[src/hw/rtl/rq_pkg.sv]
`timescale 1ns / 1ps
`default_nettype none
// ----------------------------------------------------------------------------
// rq_pkg: shared types and constants
// Word formats, mode and status codes, and controller/datapath command structs.
// ----------------------------------------------------------------------------
package rq_pkg;

  localparam int QueueDepth = 16;
  localparam int SlotBits   = 4;
  localparam int CountBits  = 5;
  localparam int AddrBits   = 10;
  localparam int KeyBits    = 10;
  localparam int IdBits     = 8;
  localparam int EntryBits  = IdBits + 2 * AddrBits + 2 * KeyBits;

  localparam logic [2:0] MODE_TAIL  = 3'd0;
  localparam logic [2:0] MODE_HEAD  = 3'd1;
  localparam logic [2:0] MODE_SJF   = 3'd2;
  localparam logic [2:0] MODE_AGING = 3'd3;
  localparam logic [2:0] MODE_DEQ   = 3'd4;

  localparam logic [1:0] STATUS_OK    = 2'd0;
  localparam logic [1:0] STATUS_EMPTY = 2'd1;
  localparam logic [1:0] STATUS_FULL  = 2'd2;

  typedef struct packed {
    logic [2:0]          mode;
    logic [IdBits-1:0]   proc_id;
    logic [AddrBits-1:0] start_addr;
    logic [AddrBits-1:0] pc_value;
    logic [KeyBits-1:0]  prog_len;
    logic [KeyBits-1:0]  score;
  } in_word_t;

  typedef struct packed {
    logic [1:0]           status;
    logic                 out_valid;
    logic [IdBits-1:0]    out_proc_id;
    logic [AddrBits-1:0]  out_start_addr;
    logic [AddrBits-1:0]  out_pc_value;
    logic [KeyBits-1:0]   out_prog_len;
    logic [KeyBits-1:0]   out_score;
    logic [CountBits-1:0] occupancy;
  } out_word_t;

  typedef struct packed {
    logic [IdBits-1:0]   id;
    logic [AddrBits-1:0] start;
    logic [AddrBits-1:0] pc;
    logic [KeyBits-1:0]  len;
    logic [KeyBits-1:0]  score;
  } entry_t;

  // controller -> datapath
  typedef struct packed {
    logic load;       // capture input word
    logic walk_start; // point walker at head, read it
    logic walk_step;  // advance walker by one link
    logic rd_head;    // read the head entry
    logic place;      // link the new entry at pos
    logic use_zero;   // place at position zero
    logic use_tail;   // place at tail
    logic deq;        // unlink head
    logic emit;       // load output register
    logic [1:0] status;
    logic forget;     // clear last-head known
  } dp_cmd_t;

  // datapath -> controller
  typedef struct packed {
    logic [2:0] mode;
    logic       full;
    logic       empty;
    logic       walk_done; // walker reached end or a larger key
    logic       keep_head; // aging keep condition
    logic       out_busy;
  } dp_sts_t;

endpackage
`default_nettype wire

[src/hw/rtl/rq_ram.sv]
`timescale 1ns / 1ps
`default_nettype none
// ----------------------------------------------------------------------------
// rq_ram: generic single-port-write, single-port-read RAM
// Registered read data.
// ----------------------------------------------------------------------------
module rq_ram #(
  parameter int Width = 8,
  parameter int Depth = 16
) (
  input  wire logic                     clk,
  input  wire logic                     we,
  input  wire logic [$clog2(Depth)-1:0] waddr,
  input  wire logic [Width-1:0]         wdata,
  input  wire logic [$clog2(Depth)-1:0] raddr,
  output logic      [Width-1:0]         rdata
);
  logic [Width-1:0] mem [Depth];

  always_ff @(posedge clk) begin
    if (we) mem[waddr] <= wdata;
    rdata <= mem[raddr];
  end
endmodule
`default_nettype wire

[src/hw/rtl/rq_datapath.sv]
`timescale 1ns / 1ps
`default_nettype none
// ----------------------------------------------------------------------------
// rq_datapath: queue storage, link walker and output register
// Entries sit in a RAM; links are kept in flops for the walk.
// ----------------------------------------------------------------------------
module rq_datapath import rq_pkg::*; (
  input  wire logic      clk,
  input  wire logic      rst_n,
  input  wire in_word_t  in_word,
  input  wire dp_cmd_t   cmd,
  output dp_sts_t        sts,
  output logic           out_valid,
  input  wire logic      out_ready,
  output out_word_t      out_word
);
  in_word_t              cur_r;
  logic [SlotBits-1:0]   link_r [QueueDepth];
  logic [SlotBits-1:0]   free_r [QueueDepth];
  logic [SlotBits-1:0]   head_r, tail_r, walk_r, prev_r;
  logic [CountBits-1:0]  cnt_r, pos_r;
  logic [IdBits-1:0]     last_id_r;
  logic                  last_known_r;
  logic                  out_valid_r;
  out_word_t             out_r;

  logic                  ram_we;
  logic [SlotBits-1:0]   ram_raddr, new_slot;
  entry_t                ram_rd, new_e;
  logic [KeyBits-1:0]    rd_key, new_key;

  assign new_slot = free_r[SlotBits'(QueueDepth - 1) - cnt_r[SlotBits-1:0]];
  assign new_e    = '{cur_r.proc_id, cur_r.start_addr, cur_r.pc_value,
                      cur_r.prog_len, cur_r.score};
  assign ram_we   = cmd.place;

  always_comb begin
    ram_raddr = walk_r;
    if (cmd.walk_start || cmd.rd_head) ram_raddr = head_r;
    else if (cmd.walk_step) ram_raddr = link_r[walk_r];
  end

  rq_ram #(.Width(EntryBits), .Depth(QueueDepth)) u_entries (
    .clk   (clk),
    .we    (ram_we),
    .waddr (new_slot),
    .wdata (new_e),
    .raddr (ram_raddr),
    .rdata (ram_rd)
  );

  // sort key of the entry under the walker
  assign rd_key  = (cur_r.mode == MODE_AGING) ? ram_rd.score : ram_rd.len;
  assign new_key = (cur_r.mode == MODE_AGING) ? cur_r.score : cur_r.prog_len;

  assign sts.mode      = cur_r.mode;
  assign sts.full      = cnt_r == CountBits'(QueueDepth);
  assign sts.empty     = cnt_r == '0;
  assign sts.walk_done = (pos_r == cnt_r) || (rd_key > new_key);
  assign sts.keep_head = last_known_r && (cur_r.proc_id == last_id_r) &&
                         ((cnt_r == '0) || (ram_rd.score >= cur_r.score));
  assign sts.out_busy  = out_valid_r;

  always_ff @(posedge clk) begin
    if (!rst_n) begin
      for (int i = 0; i < QueueDepth; i++) free_r[i] <= SlotBits'(QueueDepth - 1 - i);
      head_r       <= '0;
      tail_r       <= '0;
      cnt_r        <= '0;
      last_id_r    <= '0;
      last_known_r <= 1'b0;
      out_valid_r  <= 1'b0;
    end else begin
      if (cmd.load) cur_r <= in_word;
      if (cmd.walk_start) begin
        walk_r <= head_r;
        prev_r <= head_r;
        pos_r  <= '0;
      end
      if (cmd.walk_step) begin
        prev_r <= walk_r;
        walk_r <= link_r[walk_r];
        pos_r  <= pos_r + 1'b1;
      end
      if (cmd.place) begin
        // an empty queue always takes the new entry as its head
        if (cmd.use_zero || cnt_r == '0 || (!cmd.use_tail && pos_r == '0)) begin
          link_r[new_slot] <= head_r;
          head_r           <= new_slot;
        end else if (cmd.use_tail) begin
          link_r[tail_r]   <= new_slot;
        end else begin
          link_r[new_slot] <= link_r[prev_r];
          link_r[prev_r]   <= new_slot;
        end
        if (cmd.use_tail || (!cmd.use_zero && pos_r == cnt_r) || cnt_r == '0)
          tail_r <= new_slot;
        cnt_r <= cnt_r + 1'b1;
      end
      if (cmd.forget) last_known_r <= 1'b0;
      if (cmd.deq) begin
        last_id_r    <= ram_rd.id;
        last_known_r <= 1'b1;
        free_r[SlotBits'(QueueDepth) - cnt_r[SlotBits-1:0]] <= head_r;
        cnt_r <= cnt_r - 1'b1;
        if (cnt_r == CountBits'(1)) begin
          head_r <= '0;
          tail_r <= '0;
        end else begin
          head_r <= link_r[head_r];
        end
      end
      if (cmd.emit) out_valid_r <= 1'b1;
      else if (out_ready) out_valid_r <= 1'b0;
    end
  end

  // output word, occupancy taken after this operation
  always_ff @(posedge clk) begin
    if (cmd.emit) begin
      out_r.status    <= cmd.status;
      out_r.out_valid <= cmd.deq;
      out_r.out_proc_id    <= cmd.deq ? ram_rd.id    : '0;
      out_r.out_start_addr <= cmd.deq ? ram_rd.start : '0;
      out_r.out_pc_value   <= cmd.deq ? ram_rd.pc    : '0;
      out_r.out_prog_len   <= cmd.deq ? ram_rd.len   : '0;
      out_r.out_score      <= cmd.deq ? ram_rd.score : '0;
      out_r.occupancy <= cmd.place ? cnt_r + 1'b1 : (cmd.deq ? cnt_r - 1'b1 : cnt_r);
    end
  end

  assign out_valid = out_valid_r;
  assign out_word  = out_r;
endmodule
`default_nettype wire

[src/hw/rtl/rq_ctrl.sv]
`timescale 1ns / 1ps
`default_nettype none
// ----------------------------------------------------------------------------
// rq_ctrl: operation sequencer
// Decodes the mode and steps the datapath through read, walk and link.
// ----------------------------------------------------------------------------
module rq_ctrl import rq_pkg::*; (
  input  wire logic    clk,
  input  wire logic    rst_n,
  input  wire logic    in_valid,
  output logic         in_ready,
  input  wire dp_sts_t sts,
  output dp_cmd_t      cmd
);
  localparam logic [2:0] S_IDLE = 3'd0;
  localparam logic [2:0] S_DEC  = 3'd1;
  localparam logic [2:0] S_HEAD = 3'd2;
  localparam logic [2:0] S_WALK = 3'd3;
  localparam logic [2:0] S_WAIT = 3'd4;

  logic [2:0] state_r, state_nxt;

  assign in_ready = (state_r == S_IDLE) && !sts.out_busy;

  always_comb begin
    cmd       = '0;
    state_nxt = state_r;
    unique case (state_r)
      S_IDLE: begin
        if (in_valid && in_ready) begin
          cmd.load  = 1'b1;
          state_nxt = S_DEC;
        end
      end
      S_DEC: begin
        if (sts.mode == MODE_DEQ) begin
          if (sts.empty) begin
            cmd.emit   = 1'b1;
            cmd.status = STATUS_EMPTY;
            state_nxt  = S_IDLE;
          end else begin
            cmd.rd_head = 1'b1;
            state_nxt   = S_HEAD;
          end
        end else if (sts.mode > MODE_DEQ) begin
          cmd.emit  = 1'b1;
          state_nxt = S_IDLE;
        end else if (sts.full) begin
          cmd.emit   = 1'b1;
          cmd.status = STATUS_FULL;
          state_nxt  = S_IDLE;
        end else if (sts.mode == MODE_TAIL || sts.mode == MODE_HEAD) begin
          cmd.place    = 1'b1;
          cmd.use_tail = sts.mode == MODE_TAIL;
          cmd.use_zero = sts.mode == MODE_HEAD;
          cmd.forget   = sts.mode == MODE_HEAD;
          cmd.emit     = 1'b1;
          state_nxt    = S_IDLE;
        end else begin
          cmd.walk_start = 1'b1;
          state_nxt      = S_WAIT;
        end
      end
      S_HEAD: begin
        cmd.deq   = 1'b1;
        cmd.emit  = 1'b1;
        state_nxt = S_IDLE;
      end
      S_WAIT: begin
        // head entry now readable; aging may place the new entry at the front
        if (sts.mode == MODE_AGING && sts.keep_head) begin
          cmd.place    = 1'b1;
          cmd.use_zero = 1'b1;
          cmd.forget   = 1'b1;
          cmd.emit     = 1'b1;
          state_nxt    = S_IDLE;
        end else begin
          state_nxt = S_WALK;
          if (sts.walk_done) begin
            cmd.place  = 1'b1;
            cmd.emit   = 1'b1;
            state_nxt  = S_IDLE;
          end else begin
            cmd.walk_step = 1'b1;
          end
        end
      end
      S_WALK: begin
        if (sts.walk_done) begin
          cmd.place = 1'b1;
          cmd.emit  = 1'b1;
          state_nxt = S_IDLE;
        end else begin
          cmd.walk_step = 1'b1;
        end
      end
      default: state_nxt = S_IDLE;
    endcase
    // aging insert landing at the front also forgets
    if (cmd.place && !cmd.use_tail && !cmd.use_zero && sts.mode == MODE_AGING &&
        state_r == S_WAIT)
      cmd.forget = 1'b1;
  end

  always_ff @(posedge clk) begin
    if (!rst_n) state_r <= S_IDLE;
    else        state_r <= state_nxt;
  end
endmodule
`default_nettype wire

[src/hw/rtl/ready_queue_fifo_sjf_aging.sv]
`timescale 1ns / 1ps
`default_nettype none
// ----------------------------------------------------------------------------
// ready_queue_fifo_sjf_aging: bounded process ready queue
// Tail/head push, shortest-first and aging sorted insert, dequeue.
// ----------------------------------------------------------------------------
// Usage:
//   in_valid/in_ready/in_data carry one request word (mode plus entry).
//   out_valid/out_ready/out_data return exactly one result word per request.
//   Tail, head, full, empty and unused modes: the result is loaded from the
//   decode state. Dequeue first reads the head entry from the entry RAM.
//   Sorted inserts walk the list one entry per cycle from the head.
//   One request is worked at a time; in_ready is low while a request is in
//   flight or the result register is still full, so no new request is taken
//   until the last result word has been taken.
//   A stalled receiver holds the result word; no new request is taken.
//   Reset (rst_n low, synchronous) empties the queue, refills the free slot
//   stack and forgets the last dequeued id; entry RAM contents are kept.
// ----------------------------------------------------------------------------
module ready_queue_fifo_sjf_aging import rq_pkg::*; (
  input  wire logic      clk,
  input  wire logic      rst_n,
  input  wire logic      in_valid,
  output logic           in_ready,
  input  wire in_word_t  in_data,
  output logic           out_valid,
  input  wire logic      out_ready,
  output out_word_t      out_data
);
  dp_cmd_t cmd;
  dp_sts_t sts;

  rq_ctrl u_ctrl (
    .clk      (clk),
    .rst_n    (rst_n),
    .in_valid (in_valid),
    .in_ready (in_ready),
    .sts      (sts),
    .cmd      (cmd)
  );

  rq_datapath u_dp (
    .clk       (clk),
    .rst_n     (rst_n),
    .in_word   (in_data),
    .cmd       (cmd),
    .sts       (sts),
    .out_valid (out_valid),
    .out_ready (out_ready),
    .out_word  (out_data)
  );
endmodule
`default_nettype wire
[config.mk]
export PLATFORM = sky130hd
export DESIGN_NAME = ready_queue_fifo_sjf_aging
export DESIGN_NICKNAME = d
export VERILOG_FILES = /design/src/hw/rtl/rq_pkg.sv /design/src/hw/rtl/rq_ram.sv /design/src/hw/rtl/rq_datapath.sv /design/src/hw/rtl/rq_ctrl.sv /design/src/hw/rtl/ready_queue_fifo_sjf_aging.sv
export SDC_FILE = /design/constraint.sdc
export NUM_CORES = 1
export LEC_CHECK = 0
export BUFFER_PORTS_ARGS = -buffer_cell sky130_fd_sc_hd__buf_2
export CAP_MARGIN = 10
export CORE_MARGIN = 2
export CORE_UTILIZATION = 55
export CTS_CLUSTER_DIAMETER = 150
export CTS_CLUSTER_SIZE = 8
export DETAILED_ROUTE_END_ITERATION = 6
export PLACE_DENSITY = 0.72
export SETUP_SLACK_MARGIN = 0.5
export SLEW_MARGIN = 0
export SYNTH_ARGS = -nofsm -noshare
export SYNTH_HDL_FRONTEND = slang
export SYNTH_HIERARCHICAL = 1
export SYNTH_SLANG_ARGS = --single-unit
[constraint.sdc]
create_clock -name clk -period 9.02 [get_ports clk]
set_clock_uncertainty 0.05 [all_clocks]
set_input_delay 0 -clock clk [delete_from_list [all_inputs] [get_ports clk]]
set_output_delay 0 -clock clk [all_outputs]
set_load 0.005 [all_outputs]
==> results.json <==
{
  "coreArea_um2": 79260,
  "slew_headroom": 0.2328,
  "final_util": 0.6499,
  "synth_area_leaders": "edfxtp_1 (69%), mux4_2 (13%), dfxtp_1 (3.9%), a22oi_1 (1.7%), and2_1 (1.3%)",
  "status": "completed",
  "yosys.area.top_type_share": 0.6911,
  "grt_pass1_wl_um": 156500,
  "rsz0062_at_grt": "no",
  "worst_ep_required_time_ns": 9.39,
  "multi_input_area_um2": 11290,
  "synth_top_family_by_area": "multiplexers",
  "holdBufCountCts": 102,
  "worst_pin_slew_ns": 1.147,
  "fmax_mhz": 138.3,
  "top_layer": "met5",
  "max-cap-violations": 0,
  "yosysWarnings": 6,
  "synth_largest_area_cell": "edfxtp_1",
  "synthMuxAreaShare": 0.1432,
  "power.switching_uw": 2537,
  "yosys.cell_types.count": 72,
  "ys_seq_area_frac": 0.7301,
  "antenna_found_initial": 3,
  "syn_area_um2": 44150,
  "postCtsSetupRepairBufs": 0,
  "die-area_um2": 82550,
  "reg2reg_depth": 16,
  "power.density_nw_per_um2": 227.4,
  "ant_nets": 0,
  "synthSimpleGateAreaFrac": 0.05013,
  "hp-class": "primary input to register",
  "setup_tns_ns": 0,
  "synth_edf_count": 1016,
  "endpoint_kind": "register",
  "grt_max_degree": 127,
  "ir_drop_v": 0.0001562,
  "rows": 103,
  "synthFlopType": "edfxtp_1",
  "power_uw": 11710,
  "p_int_uw": 9176,
  "p_leak_uw": 0.01705,
  "ys_ff_latch": 1102,
  "insertion_delay_ns": 0.75,
  "setup_viol": 0,
  "cts-root-buf": "clkbuf_16",
  "synth_cells": 2327,
  "grtUsageTotal": 0.2597,
  "clockBufferDepth": 3,
  "die_w_um": 287.3,
  "wirelength_um": 104700,
  "tritoncts": "yes",
  "gp_congestion": 0.9568,
  "avgViaCountPerCell": 6.362,
  "io_buffers": 112,
  "firstDrtPassIters": 5,
  "n_fill_cell": 5202,
  "syn_area_per_cell_um2": 18.97,
  "async_reset_ff_frac": 0,
  "die_h_um": 287.3,
  "start_util": 0.5570,
  "grt_pass1_vias": 24580,
  "startpoint_type": "register",
  "syn-num-nets": 2412,
  "clock-sinks": 1102,
  "worst-setup-path-type": "register to register",
  "synth_adder_area_share": 0.008502,
  "r2r_slack_ns": 1.79,
  "grt_overflow": 0,
  "hold_depth": 2,
  "seq_area_um2": 32230,
  "p_comb_frac": 0.048,
  "clockPowerShare": 0.460,
  "slew_violations": 0,
  "drc": 0,
  "hold_violations": 0,
  "power_frac_seq": 0.493,
  "detail_route.wl_per_cell_um": 27.80,
  "clkSlewWorstSetupHoldPaths_ns": 0.05,
  "nets": 2684,
  "critical_path.max_fanout": 30,
  "wl_met1_um": 40660,
  "vias": 23960,
  "initialDrtViolationCount": 2648,
  "period_needed_ns": 7.231,
  "area_delta_synth_final_pct": 16.67,
  "cts_buffers": 155,
  "synth-compound-area-share": 0.04560,
  "cts_resized": 0,
  "synth-xor-area-share": 0.004761,
  "cts_max_level": 4,
  "layout-drive-gt1-share": 0.2420,
  "period_share": 0.8017,
  "wl_met3_um": 9698,
  "cp.arrival_ns": 7.60,
  "place_hpwl_um": 56840,
  "pin_count": 113,
  "routed-wl-met2_um": 51210,
  "swShare": 0.2166
}
registers in the layout, summed over array words and instances (netlist names), 5 cells and up, named ones only:
name and count:
u_dp/u_entries/rdata 48, u_dp/pos_r 5, u_dp/last_id_r 8, u_dp/u_entries/mem 768
u_dp/out_word 56, u_dp/free_r 64, u_dp/link_r 64, u_dp/cnt_r 5
u_dp/cur_r 48
layout make-up:
class	instances	area share
multi-input combinational	1057	0.2193
clock inverter	13	0.005490
tap	1050	0.02551
sequential	1102	0.6257
inverter	28	0.002040
timing repair buffer	255	0.03833
antenna	1	0.00004858
clock buffer	260	0.08356
power by group through the flow:
stage	clock network, uW	logic (uW)	registers [uW]
floorplan	0	363	5820
global placement	0	503	5860
detailed placement	0	511	5870
CTS	5450	548	5780
global route	5680	595	5780
finish	5380	558	5770
through the flow:
stage / instance area, um2 / cells / hold WS [ns] / setup slack (ns)
2_1_floorplan: 44150 / 2327 / 0.04887 / 2.020
3_3_place_gp: 45840 / 3387 / 0.1276 / 2.266
3_5_place_dp: 45840 / 3387 / 0.1281 / 2.071
4_1_cts: 51450 / 3762 / 0.004449 / 2.053
5_1_grt: 51510 / 3765 / 0.04838 / 1.281
6_report: 51510 / 3766 / 0.06809 / 1.789
synthesized netlist by cell type (all sizes together), types with 6 or more instances:
cell type and number:
nand2b 9, a31oi 6, nor2b 23, nand2 76
o21ai 41, o22ai 69, nor3b 9, or2 7
a221oi 8, xor2 19, edfxtp 1016, a22o 6
a21o 9, ha 30, a22oi 102, nor2 102
or3 33, mux2 19, nand3 14, o21a 9
buf 66, clkbuf 74, inv 27, mux4 268
dfxtp 86, nor3 25, and2 91, a21oi 27
logic make-up (layout without fill, tap and decap cells):
kind of cell,after synthesis,after routing
flip-flops,1102,1102
AND/OR/NAND/NOR,416,416
AO/OA/AOI/OAI,295,295
multiplexers,292,292
buffers and inverters,168,556
adder cells (fa/ha/maj),30,30
XOR/XNOR,24,24
other,0,1
path summary, 6_finish.rpt:
kind / start / endpoint
max: u_dp/sts[7]$_DFFE_PP_ / u_dp/link_r[9][2]$_DFFE_PP_
min: in_data[10] / u_dp/cur_r[10]$_DFFE_PP_
max reg2reg: u_dp/sts[7]$_DFFE_PP_ / u_dp/link_r[9][2]$_DFFE_PP_
min reg2reg: u_dp/u_entries/rdata[21]$_DFF_P_ / u_dp/out_word[26]$_SDFFCE_PN0P_
critical path: stages, from the launching register on:
cell	delay, ns
edfxtp_1	0.48
nand3b_1	0.89
mux2_2	0.59
ha_1	0.30
nand4_1	0.16
nor3_1	0.21
nor4_1	0.07
o21ai_0	0.55
inv_1	0.17
a21bo_2	0.24
nand3_1	0.61
nand2_1	0.52
nor3_2	0.34
and2_1	0.88
nor2_1	0.13
a31oi_1	0.43
o22ai_1	0.30
layout by cell type (no fill, tap or decap), types with 5 or more instances in the layout:
cell type / netlist / final
edfxtp_1: 1016 / 1016
mux4_2: 264 / 264
clkbuf_16: 0 / 156
buf_2: 20 / 112
clkbuf_1: 74 / 103
dlygate4sd3_1: 0 / 102
a22oi_1: 98 / 98
and2_1: 91 / 88
nor2_1: 100 / 87
dfxtp_1: 86 / 86
nand2_1: 75 / 75
o22ai_1: 69 / 69
o21ai_0: 40 / 38
buf_4: 27 / 34
or3_1: 33 / 33
ha_1: 30 / 30
a21oi_1: 27 / 27
inv_1: 26 / 26
nor2b_1: 23 / 21
xor2_1: 19 / 19
mux2_2: 17 / 17
nor3_1: 20 / 16
nand3_1: 14 / 14
nor2_4: 1 / 14
nand2b_1: 9 / 9
nor3b_1: 9 / 9
nor3_2: 5 / 9
a21o_1: 9 / 9
o21a_1: 9 / 9
a221oi_1: 8 / 8
clkinv_16: 0 / 6
a22o_1: 6 / 6
a31oi_1: 6 / 6
nand3b_1: 5 / 5
xnor2_1: 5 / 5
mux2i_1: 5 / 5
layer usage:
layer,global-route usage,vias to the layer above
met4,0.08893,4
met2,0.4174,1275
met3,0.06460,251
met1,0.3509,12390
li1,-,10050
met5,0,-
(Power assumes the default switching activity.)
